<file path="config.mk">
export PLATFORM = sky130hd
export DESIGN_NAME = glcd_front
export DESIGN_NICKNAME = d
export VERILOG_FILES = /design/src/glcd_pkg.sv /design/src/glcd_front.sv
export SDC_FILE = /design/constraint.sdc
export NUM_CORES = 1
export LEC_CHECK = 0
export BUFFER_PORTS_ARGS = -buffer_cell sky130_fd_sc_hd__buf_4
export CAP_MARGIN = 0
export CORE_MARGIN = 5
export CORE_UTILIZATION = 40
export DETAILED_ROUTE_END_ITERATION = 12
export GPL_ROUTABILITY_DRIVEN = 0
export HOLD_SLACK_MARGIN = 0.02
export PLACE_DENSITY = 0.65
export SETUP_SLACK_MARGIN = 0.05
export SLEW_MARGIN = 20
export SYNTH_ARGS = -nofsm -noshare
export SYNTH_HDL_FRONTEND = slang
export SYNTH_SLANG_ARGS = --single-unit
</file>
<file path="constraint.sdc">
create_clock -name aclk -period 1.4 [get_ports aclk]
set_input_delay 0.35 -clock aclk [delete_from_list [all_inputs] [get_ports aclk]]
set_output_delay 0.35 -clock aclk [all_outputs]
set_load 0.005 [all_outputs]
</file>
<file path="src/glcd_pkg.sv">
// ----------------------------------------------------------------------------
// glcd_pkg: shared types and constants for the dual column display controller
// Command codes, decoded operation kinds and the word passed from the
// front end to the back end through the queue.
// ----------------------------------------------------------------------------
`default_nettype none

package glcd_pkg;

    // geometry defaults
    localparam int COLUMNS_PER_CHIP_DEF = 64;
    localparam int PAGE_COUNT_DEF       = 8;

    // queue between front and back
    localparam int QUEUE_DEPTH = 2;

    // command codes and their match masks
    localparam logic [7:0] CMD_DISPLAY    = 8'h3E;
    localparam logic [7:0] MASK_DISPLAY   = 8'hFE;
    localparam logic [7:0] CMD_COLUMN     = 8'h40;
    localparam logic [7:0] MASK_COLUMN    = 8'hC0;
    localparam logic [7:0] CMD_PAGE       = 8'hB8;
    localparam logic [7:0] MASK_PAGE      = 8'hF8;
    localparam logic [7:0] CMD_START_LINE = 8'hC0;
    localparam logic [7:0] MASK_START     = 8'hC0;

    // status byte: off flag in bit 5, busy and reset always clear
    localparam logic [7:0] STATUS_OFF = 8'h20;
    localparam logic [7:0] STATUS_ON  = 8'h00;

    localparam int CHIP_LEFT  = 0;
    localparam int CHIP_RIGHT = 1;
    localparam int CHIP_COUNT = 2;

    typedef enum logic [2:0] {
        OP_NONE,
        OP_STATUS_RD,
        OP_DATA_RD,
        OP_DATA_WR,
        OP_DISPLAY,
        OP_COLUMN,
        OP_PAGE,
        OP_START_LINE
    } op_kind_t;

    // one classified bus access
    typedef struct packed {
        logic [CHIP_COUNT-1:0] sel;   // bit 0 left chip, bit 1 right chip
        op_kind_t              kind;
        logic [7:0]            arg;   // bus byte
    } glcd_op_t;

endpackage

`default_nettype wire

</file>
<file path="src/glcd_front.sv">
// ----------------------------------------------------------------------------
// glcd_front: access decoder and operation queue
// Classifies each accepted bus access into one operation and keeps it in a
// short queue until the back end takes it.
// ----------------------------------------------------------------------------
`default_nettype none

module glcd_front
    import glcd_pkg::*;
(
    input  wire logic     aclk,
    input  wire logic     aresetn,
    // access in
    input  wire logic     in_valid,
    output logic          in_ready,
    input  wire logic     select_left,
    input  wire logic     select_right,
    input  wire logic     is_data,
    input  wire logic     is_read,
    input  wire logic [7:0] bus_byte,
    // operation out
    output logic          q_valid,
    input  wire logic     q_ready,
    output glcd_op_t      q_op
);

    localparam int PTR_W = (QUEUE_DEPTH > 1) ? $clog2(QUEUE_DEPTH) : 1;
    localparam int CNT_W = $clog2(QUEUE_DEPTH + 1);

    glcd_op_t             dec_op;
    glcd_op_t             queue_reg [QUEUE_DEPTH];
    logic [PTR_W-1:0]     wr_ptr_reg, wr_ptr_next;
    logic [PTR_W-1:0]     rd_ptr_reg, rd_ptr_next;
    logic [CNT_W-1:0]     count_reg, count_next;
    logic                 push, pop;

    // classify the access
    always_comb begin
        dec_op.sel  = {select_right, select_left};
        dec_op.arg  = bus_byte;
        dec_op.kind = OP_NONE;
        if (dec_op.sel != '0) begin
            if (is_read) begin
                dec_op.kind = is_data ? OP_DATA_RD : OP_STATUS_RD;
            end else if (is_data) begin
                dec_op.kind = OP_DATA_WR;
            end else if ((bus_byte & MASK_DISPLAY) == CMD_DISPLAY) begin
                dec_op.kind = OP_DISPLAY;
            end else if ((bus_byte & MASK_COLUMN) == CMD_COLUMN) begin
                dec_op.kind = OP_COLUMN;
            end else if ((bus_byte & MASK_PAGE) == CMD_PAGE) begin
                dec_op.kind = OP_PAGE;
            end else if ((bus_byte & MASK_START) == CMD_START_LINE) begin
                dec_op.kind = OP_START_LINE;
            end
        end
    end

    // queue control
    assign in_ready = (count_reg != CNT_W'(QUEUE_DEPTH));
    assign q_valid  = (count_reg != '0);
    assign push     = in_valid && in_ready;
    assign pop      = q_valid && q_ready;
    assign q_op     = queue_reg[rd_ptr_reg];

    always_comb begin
        wr_ptr_next = wr_ptr_reg;
        rd_ptr_next = rd_ptr_reg;
        count_next  = count_reg;
        if (push) begin
            wr_ptr_next = (wr_ptr_reg == PTR_W'(QUEUE_DEPTH - 1)) ? '0 : wr_ptr_reg + 1'b1;
        end
        if (pop) begin
            rd_ptr_next = (rd_ptr_reg == PTR_W'(QUEUE_DEPTH - 1)) ? '0 : rd_ptr_reg + 1'b1;
        end
        if (push && !pop) begin
            count_next = count_reg + 1'b1;
        end else if (pop && !push) begin
            count_next = count_reg - 1'b1;
        end
    end

    always_ff @(posedge aclk) begin
        if (!aresetn) begin
            wr_ptr_reg <= '0;
            rd_ptr_reg <= '0;
            count_reg  <= '0;
        end else begin
            wr_ptr_reg <= wr_ptr_next;
            rd_ptr_reg <= rd_ptr_next;
            count_reg  <= count_next;
        end
    end

    // queue storage, no reset needed
    always_ff @(posedge aclk) begin
        if (push) begin
            queue_reg[wr_ptr_reg] <= dec_op;
        end
    end

endmodule

`default_nettype wire

</file>
==> metrics, run 1 <==
outcome finished with violations; failing checks negative setup slack; worst path required time 1.05 ns; Clock Skew between 0.008 and 0.009 ns; number of synthesized flops with an enable pin 26; largest net degree at the start of global routing 14; Clock Path Buffers 2; H-tree depth 2; Global Route Usage Sum 0.1237; CP Capture Type primary output; hold crit path type input port to flop; CTS buffer count 5; Clk pin slew, worst setup/hold paths approximately 0.09 ns; diode count 0; Post-Layout Cell Count 152; CTS Hold Bufs 0; P_leak 0.7181 nW; final count of pins violating max slew 0; post-placement cell area between 1500 and 2000 sq um; Worst Tran Pin Value around 0.39 ns; worst skew pair latency a little over 0.3 ns; dpl hpwl 1597 microns; post-route cell area 1798 sq um; Syn Area/Cell 16.37 sq um; DRC viols 0; Worst Setup Slack, final -0.2149 ns; DRT iter0 DRCs 10; crit path kind flop to primary output; Most used DFF post-synth edfxtp_1; full die area around 4300 sq um; initial antenna violation count 0; worst path buffer plus inverter count 2; YS warnings 0; layout cell share with drive strength beyond 1 0.5546; filler instances 237; dpl cells 141; Die Ht 65.40 microns; Pwr Density around 1700 nW/um^2; Yosys cell types 23; DR vias slightly below 800; highest-delay cell along the critical path dfxtp_4; Die X around 65 microns; PortBufs 30; Tcrit/Tclk final 1.154; Slew HR 0.7380; Initial Util 0.4087; Pre-antenna DRT Iters 3; Core ar. between 3000 and 4000 sq um; Clock Sinks 31; number of hold violations in the final report 0; WL/cell 15.53 microns; CP arrival between 1 and 1.5 ns; Layout Nets between 100 and 150; Layout area overhead 46.48%; max-cap viol count 0; cell family with the largest share of critical-path delay flip-flops; WL final between 2000 and 2500 microns; Peak supply drop just over 0.8 mV; clock root cell clkbuf_4; slowest stage delay, CP ~0.38 ns; CP max FO 6; crit path time final about 1.6 ns; Via density between 5 and 6; final antenna-violating net count 0; global-route wire length before repair between 3000 and 4000 microns; max reg flops 26; CTS tree yes; GR Overflow Total 0; vias in the first global route slightly above 800; final setup vio count 14; # rows 20; flops & latches, synth 31; Max Freq ~0.62 GHz; worst-path cell chain clkbuf_16 -> mux2_4 -> buf_6; Cell Area, Synth between 1000 and 1500 sq um; num ports 31; post-synthesis sequential area ratio 0.7176; RSZ-0062 raised after global routing true; Net Count, Synth approximately 90; Post-synth ARST share 0; Setup crit start kind flop; Cells after Synth 75; Power, Total around 3 mW
## routing by layer
layer / vias up / track usage / wire (microns)
li1: 373 / - / -
met1: 377 / 0.1170 / 909
met2: 24 / 0.2137 / 1251
met3: 2 / 0.07350 / 189
met4: 0 / 0.05440 / 10
met5: - / 0 / 0
## power breakdown
| group | switching, mW | leakage [nW] | internal, mW |
|---|---|---|---|
| clock | 0.254 | 0.0265 | 0.200 |
| combinational | 0.450 | 0.405 | 0.812 |
| sequential | 0.0831 | 0.287 | 1.19 |
## synth_stat cells, types with 2 or more instances
cell      instances  area [sq um]
mux2_2           13         146.4
o21ai_0           2         10.01
edfxtp_1         26         780.8
a21oi_1           3         15.01
nor2_1            4         15.01
inv_1             3         11.26
xor2_1            3         26.28
nor3_1            2         10.01
dfxtp_1           5         100.1
## stage by stage
| step | util | hold WS [ns] | setup TNS, ns | setup WS, ns |
|---|---|---|---|---|
| CTS | 0.5583 | 0.2017 | -3.134 | -0.2449 |
| finish | 0.5988 | 0.2255 | -2.605 | -0.2149 |
| floorplan | - | 0.4489 | 0 | 0.03335 |
| detailed placement | 0.5250 | 0.5045 | -0.08217 | -0.08217 |
| global placement | 0.5250 | 0.4885 | 0 | 0.01748 |
| global route | 0.5988 | 0.1797 | -3.776 | -0.2881 |
## cell families after synthesis
| group | after synthesis | share of synthesized area |
|---|---|---|
| buffers and inverters | 4 | 0.01325 |
| AND/OR/NAND/NOR | 13 | 0.06321 |
| AO/OA/AOI/OAI | 10 | 0.05505 |
| adder cells (fa/ha/maj) | 1 | 0.01019 |
| flip-flops | 31 | 0.7176 |
| multiplexers | 13 | 0.1193 |
| XOR/XNOR | 3 | 0.02141 |
## path summary, 6_finish.rpt
kind	start	to	slack [ns]	cells after the start
setup / recovery	flop	q_op[3]	-0.21	3
hold / removal	select_right	queue_reg[1][12]$_DFFE_PP_	0.23	1
setup reg to reg	count_reg[0]$_SDFFE_PN0P_	count_reg[1]$_SDFFE_PN0P_	-0.08	6
hold reg to reg	rd_ptr_reg$_SDFFE_PN0P_	rd_ptr_reg$_SDFFE_PN0P_	0.51	2
## layout make-up
class / count / area (sq um) / area share
Timing Repair Buffer: 37 / 392.9 / 0.2185
Multi-Input combinational cell: 40 / 411.6 / 0.2289
Tap cell: 33 / 41.29 / 0.02296
Sequential cell: 31 / 892.1 / 0.4962
Clock buffer: 8 / 48.80 / 0.02714
Inverter: 3 / 11.26 / 0.006263
## worst register-to-register path, delay by kind of cell, from the launching register on
kind	cells	cell delay, ns
AOI/OAI and AO/OA	1	0.14
and+or+nand+nor	3	0.61
DFF	1	0.36
adders and majority gates	1	0.15
xor gates and xnor gates	1	0.14
## placed cells by master (no fill, tap or decap), types with 2 or more instances in the layout
master and n:
a21oi_1 2, nor2_1 4, inv_1 3, buf_4 17, mux2_4 13, dfxtp_4 3, buf_12 3, dfxtp_1 2
nor3_1 2, xor2_1 2, buf_6 16, clkbuf_1 3, clkbuf_4 5, edfxtp_1 26
## repair_timing
action                     in CTS  in global routing
setup endpoints to repair      16                 16
cloned                          0                  1
resized for setup              14                 23
pin swaps                       1                  1
buffers inserted                1                  1
Power figures use the tool's default switching activity.
==> run 2, diff against run 1 <==
ABC_AREA = 1   (was not set)
PLACE_DENSITY = not set   (was 0.65)
TNS_END_PERCENT = 5   (was not set)
clock period = 1.85 ns   (was 1.4 ns; I/O delays follow)
==> run 2 against run 1 <==
Non-clock buffer count fell by 2. Register-to-register slack improved by 0.58 ns. The flow now finishes without violations. Largest power group unchanged. Total power down 33%. First-iteration DRC count rose by 40%. Hold slack gained 0.10 ns. Synthesized cell count increased by 31%. Clock skew down 0.0053 ns. Utilization decreased by 4.9 points. Critical path depth unchanged.
==> metrics, run 2 <==
Comb power frac 0.348 (was 0.423); diode count 0 (unchanged); RSZ-0062 raised after global routing true (unchanged); sequential cell area 884.6 sq um (was 892.1 sq um); worst path required time 1.39 ns (was 1.05 ns); Power, Total 2.006 mW (was 2.986 mW); vias in the first global route 858 (was 817); Global Route Usage Sum 0.1205 (was 0.1237); Die Ht 67.28 microns (was 65.40 microns); hold path cells 1 (unchanged); Worst R2R Path Depth 10 (was 6); CP Capture Type primary output (unchanged); Final Util 0.5496 (was 0.5988); outcome finished, final reports clean (was finished with violations); Critical R2R Capture count_reg[1]$_SDFFE_PN0P_ (unchanged); commonest cells after routing, fill and taps aside buf_4 (33), edfxtp_1 (26), inv_1 (12), nand2_1 (12), mux2_4 (11) (was edfxtp_1 (26), buf_4 (17), buf_6 (16), mux2_4 (13), clkbuf_4 (5)); P_leak 0.7261 nW (was 0.7181 nW); final setup vio count 0 (was 14); initial antenna violation count 0 (unchanged); Clock Sinks 31 (unchanged); num ports 31 (unchanged); global-route wire length before repair 3795 microns (was 3753 microns); sequential power share 0.475 (was 0.425); Pwr Density 1176 nW/um^2 (was 1661 nW/um^2); DRC viols 0 (unchanged); top cells by area, synth edfxtp_1 (59%), mux2_4 (11%), dfxtp_1 (7.6%) (was edfxtp_1 (64%), mux2_2 (12%), dfxtp_1 (8.2%)); worst skew pair latency 0.32 ns (was 0.31 ns); Cells after Synth 98 (was 75); P_sw 0.5621 mW (was 0.7871 mW); max reg flops 26 (unchanged); layout cell share with drive strength beyond 1 0.4214 (was 0.5546); Layout Nets 156 (was 135); H-tree depth 2 (unchanged); switching share of power 0.2803 (was 0.2636); CTS buffer count 5 (unchanged); Clock Skew 0.003690 ns (was 0.008959 ns); # rows 20 (unchanged); Max Freq ~0.57 GHz; DR vias 830 (was 776); Synth area leader edfxtp_1 (unchanged); Worst Tran Pin Value 0.1973 ns (was 0.3895 ns); FF-to-FF setup slack 0.50 ns (was -0.08 ns); most common cell in the netlist edfxtp_1 (unchanged); Net Count, Synth 115 (was 92); Syn Area/Cell 13.39 sq um (was 16.37 sq um); crit path time final ~1.7 ns; max-cap viol count 0 (unchanged); commonest non-fill, non-tap cell in the layout buf_4 (was edfxtp_1); clock network fraction of total power 0.177 (was 0.152); WL final 2394 microns (was 2360 microns); Via density 4.511 (was 5.105); flops & latches, synth 31 (unchanged); Core ar. 3103 sq um (was 3003 sq um); final count of pins violating max slew 0 (unchanged); Pre-antenna DRT Iters 4 (was 3); clock root cell clkbuf_4 (unchanged); Tcrit/Tclk final 0.9453; Peak supply drop 0.7047 mV (was 0.8290 mV); sink of the worst hold path queue_reg[0][0]$_DFFE_PP_ (was queue_reg[1][12]$_DFFE_PP_); crit path kind flop to primary output (unchanged); CP max FO 6 (unchanged); number of synthesized flops with an enable pin 26 (unchanged); RR Startpoint count_reg[0]$_SDFFE_PN0P_ (unchanged); GR Overflow Total 0 (unchanged); CP arrival 1.29 ns (was 1.26 ns); CTS tree yes (unchanged); largest net degree at the start of global routing 14 (unchanged); Cell Area, Synth 1313 sq um (was 1227 sq um); Clock Path Buffers 2 (unchanged); DRT iter0 DRCs 14 (was 10); YS warnings 0 (unchanged); Synth top cells by count edfxtp_1 (26), inv_1 (12), nand2_1 (12) (was edfxtp_1 (26), mux2_2 (13), dfxtp_1 (5)); WL/cell 13.01 microns (was 15.53 microns); post-synth top area share 0.5949 (was 0.6361); setup TNS 0 ns (was -2.605 ns); full die area 4527 sq um (was 4277 sq um); Slew HR 0.8684 (was 0.7380); filler instances 295 (was 237); Yosys cell types 18 (was 23); Die X 67.28 microns (was 65.40 microns); final antenna-violating net count 0 (unchanged); P_int 1.444 mW (was 2.199 mW); Clk pin slew, worst setup/hold paths 0.08 ns (was 0.09 ns); hold crit path type input port to flop (unchanged); Most used DFF post-synth edfxtp_1 (unchanged); Post-synth ARST share 0 (unchanged); dpl hpwl 1694 microns (was 1597 microns); post-synthesis sequential area ratio 0.6711 (was 0.7176); min-delay src bus_byte[0] (was select_right); Layout area overhead 29.93% (was 46.48%); multi-input combinational cell area 370.4 sq um (was 411.6 sq um); Initial Util 0.4230 (was 0.4087); PortBufs 30 (unchanged); Setup crit start kind flop (unchanged); number of hold violations in the final report 0 (unchanged)
## run 2: area by class of cell
| class | count | share of cell area |
|---|---|---|
| flip-flops and latches | 31 | 0.5187 |
| clock buffers | 8 | 0.02861 |
| multi-input cells | 52 | 0.2172 |
| inverters | 14 | 0.03155 |
| well taps | 44 | 0.03228 |
| repair buffers | 35 | 0.1717 |
## run 2: repair_timing
| item | 4_1_cts | 5_1_grt |
|---|---|---|
| buffers inserted | 0 | 1 |
| gates cloned | 0 | 1 |
| resized for setup | 1 | 2 |
| endpoints found under the setup margin | 12 | 12 |
| hold buffers | 0 | 0 |
## run 2: kinds of logic after synthesis
group           share of synthesized area
compound gates                    0.03623
buf+inv                           0.04956
simple gates                      0.09342
mux                                0.1401
flops                              0.6711
fa+ha+maj                        0.009531
## run 2: power groups by stage
stage                     logic [mW]  registers (mW)  clock network (mW)
final                          0.698           0.952               0.356
after global routing           0.771           0.967               0.412
after CTS                      0.666           0.949               0.369
after detailed placement       0.662           0.962                   0
after global placement         0.650           0.954                   0
after floorplan                0.381           0.950                   0
## run 2: critical path, cell delays in order, from the launching register on
cell and delay, ns:
dfxtp_4 0.38, buf_12 0.13, mux2_2 0.33, buf_4 0.13
## run 2: through the flow
step           hold WS, ns  std cells  area, sq um  setup WS (ns)
4_1_cts             0.3134        182         1667        0.04434
6_report            0.3265        184         1705         0.1012
2_1_floorplan       0.4660         98         1313         0.3223
5_1_grt             0.2924        184         1705        0.02929
3_3_place_gp        0.4785        174         1617         0.3775
3_5_place_dp        0.4985        174         1617         0.3546
## run 2: how the worst max path moves through the flow
| stage | startpoint | to | cells after the start |
|---|---|---|---|
| after global routing | flop | q_op[0] | 3 |
| after floorplan | count_reg[0]$_SDFFE_PN0P_ | queue_reg[1][0]$_DFFE_PP_ | 4 |
| final | flop | q_op[5] | 3 |
| after detailed placement | flop | q_op[5] | 3 |
| after global placement | flop | q_op[0] | 3 |
| after CTS | flop | q_op[5] | 3 |
## run 2: per-layer routing
layer | track usage | share of wire
met5 | 0 | 0
met4 | 0.05316 | 0.018
met3 | 0.05824 | 0.070
met2 | 0.2000 | 0.48
met1 | 0.1301 | 0.43
==> run 3, diff against run 2 <==
CORE_ASPECT_RATIO = 1.25   (was not set)
CORE_MARGIN = not set   (was 5)
==> run 3 against run 2 <==
Maximum frequency shrank 0.44%. Hold slack lost 0.0046 ns. Clock power grew 52%. Total power grew 8.9%. Sequential share of layout area shrank 0.60 points. Non-clock buffer count shrank 1.
==> metrics, run 3 (synthesis gave the netlist of run 2 again) <==
number of hold violations in the final report 0 (unchanged); Clock Skew 0.007185 ns (was 0.003690 ns); WL final 2326 microns (was 2394 microns); num ports 31 (unchanged); Via density 4.720 (was 4.511); PortBufs 30 (unchanged); CTS tree yes (unchanged); sequential cell area 884.6 sq um (unchanged); WL/cell 13.29 microns (was 13.01 microns); Clock Sinks 31 (unchanged); CP arrival 1.29 ns (about the same); Pwr Density 1265 nW/um^2 (was 1176 nW/um^2); DRC viols 0 (unchanged); diode count 0 (unchanged); highest-delay cell along the critical path dfxtp_4 (unchanged); worst skew pair latency 0.33 ns (was 0.32 ns); multi-input combinational cell area 370.4 sq um (unchanged); CTS Hold Bufs 0 (unchanged); final count of pins violating max slew 0 (unchanged); RSZ-0062 raised after global routing true (unchanged); global-route wire length before repair 3795 microns (unchanged); DRT iter0 DRCs 20 (was 14); Layout Nets 155 (was 156); Initial Util 0.4335 (was 0.4230); clock root cell clkbuf_4 (unchanged); Clock Path Buffers 2 (unchanged); layout cell share with drive strength beyond 1 0.4388 (was 0.4214); outcome finished, final reports clean (unchanged); # rows 22 (was 20); CP Capture Type primary output (unchanged); max-cap viol count 0 (unchanged); H-tree depth 2 (unchanged); hold crit path type input port to flop (unchanged); Setup crit start kind flop (unchanged); Peak supply drop 0.8040 mV (was 0.7047 mV); DR vias 826 (was 830); dpl hpwl 1677 microns (was 1694 microns); final antenna-violating net count 0 (unchanged); worst-path cell chain buf_12 -> mux2_2 -> buf_4 (unchanged); initial antenna violation count 0 (unchanged); M3 GR Usage 0.06207 (was 0.05824); vias in the first global route 870 (was 858); Pre-antenna DRT Iters 3 (was 4); largest net degree at the start of global routing 14 (unchanged); final setup vio count 0 (unchanged); max reg flops 26 (unchanged); Die Ht 66.05 microns (was 67.28 microns); full die area 3516 sq um (was 4527 sq um); CTS buffer count 5 (unchanged); crit path time final 1.757 ns (was 1.749 ns); Core ar. 3028 sq um (was 3103 sq um); Max Freq 0.5693 GHz (was 0.5718 GHz); Final Util 0.5698 (was 0.5496); Die X 53.24 microns (was 67.28 microns); Global Route Usage Sum 0.1578 (was 0.1205); slowest stage delay, CP 0.38 ns (about the same); P_leak 0.7425 nW (was 0.7261 nW); Worst Tran Pin Value 0.1871 ns (was 0.1973 ns); setup TNS 0 ns (unchanged); crit path kind flop to primary output (unchanged); worst path required time 1.39 ns (about the same); filler instances 269 (was 295); Slew HR 0.8753 (was 0.8684); M1 GR Usage 0.1519 (was 0.1301); M2 GR Usage 0.2781 (was 0.2000); Tcrit/Tclk final 0.9495 (was 0.9453); Layout area overhead 31.46% (was 29.93%); Clk pin slew, worst setup/hold paths 0.09 ns (was 0.08 ns); CP max FO 7 (was 6); commonest non-fill, non-tap cell in the layout buf_4 (unchanged); GR Overflow Total 0 (unchanged); GRT busiest layer met2 (unchanged); commonest cells after routing, fill and taps aside buf_4 (32), edfxtp_1 (26), inv_1 (12), nand2_1 (12), mux2_4 (11) (was buf_4 (33), edfxtp_1 (26), inv_1 (12), nand2_1 (12), mux2_4 (11))
[run 3: worst paths after layout]
| check | from | to | slack [ns] | depth (start not counted) |
|---|---|---|---|---|
| worst min-delay path | select_right | queue_reg[0][12]$_DFFE_PP_ | 0.32 | 1 |
| worst max register to register | count_reg[0]$_SDFFE_PN0P_ | count_reg[1]$_SDFFE_PN0P_ | 0.44 | 10 |
| worst max-delay path | flop | q_op[0] | 0.09 | 3 |
| worst min register to register | wr_ptr_reg$_SDFFE_PN0P_ | wr_ptr_reg$_SDFFE_PN0P_ | 0.52 | 2 |
[run 3: critical path: cells and delay by family (launching register included)]
family / cells / cell delay, ns
mux: 1 / 0.33
flops: 1 / 0.38
buf+inv: 2 / 0.26
[run 3: final cells by class]
cell class	count	share of cell area
multi-input combinational	52	0.2146
inverter	14	0.03118
clock buffer	6	0.02973
sequential	31	0.5127
clock inverter	2	0.02030
timing repair buffer	34	0.1653
tap	36	0.02611
[run 3: report_power, final]
group	internal, mW	total [mW]	switching, mW
Clock	0.319	0.541	0.222
Combinational	0.392	0.689	0.296
Sequential	0.893	0.953	0.0603
[run 3: per-layer routing]
layer / vias to the layer above / wire length (microns) / part of all wire
met1: 378 / 895 / 0.38
li1: 419 / - / -
met3: 5 / 139 / 0.060
met2: 24 / 1240 / 0.53
met5: - / 0 / 0
met4: 0 / 51 / 0.022
[run 3: what timing repair did]
action                                 CTS  global route
endpoints found under the hold margin    0             0
cloned                                   0             1
buffers inserted                         0             0
setup endpoints to repair               13             9
gates resized for setup                  3             3
[run 3: per-stage QoR]
| step | power [mW] | std cells | setup slack [ns] | area [sq um] | hold slack [ns] |
|---|---|---|---|---|---|
| 6_report | 2.183 | 175 | 0.09340 | 1725 | 0.3219 |
| 3_5_place_dp | 1.608 | 166 | 0.3386 | 1594 | 0.5022 |
| 4_1_cts | 2.167 | 174 | 0.04009 | 1693 | 0.3120 |
| 3_3_place_gp | 1.576 | 166 | 0.3552 | 1594 | 0.4789 |
| 5_1_grt | 2.313 | 175 | 0.04800 | 1725 | 0.2961 |
| 2_1_floorplan | 1.330 | 98 | 0.3223 | 1313 | 0.4660 |
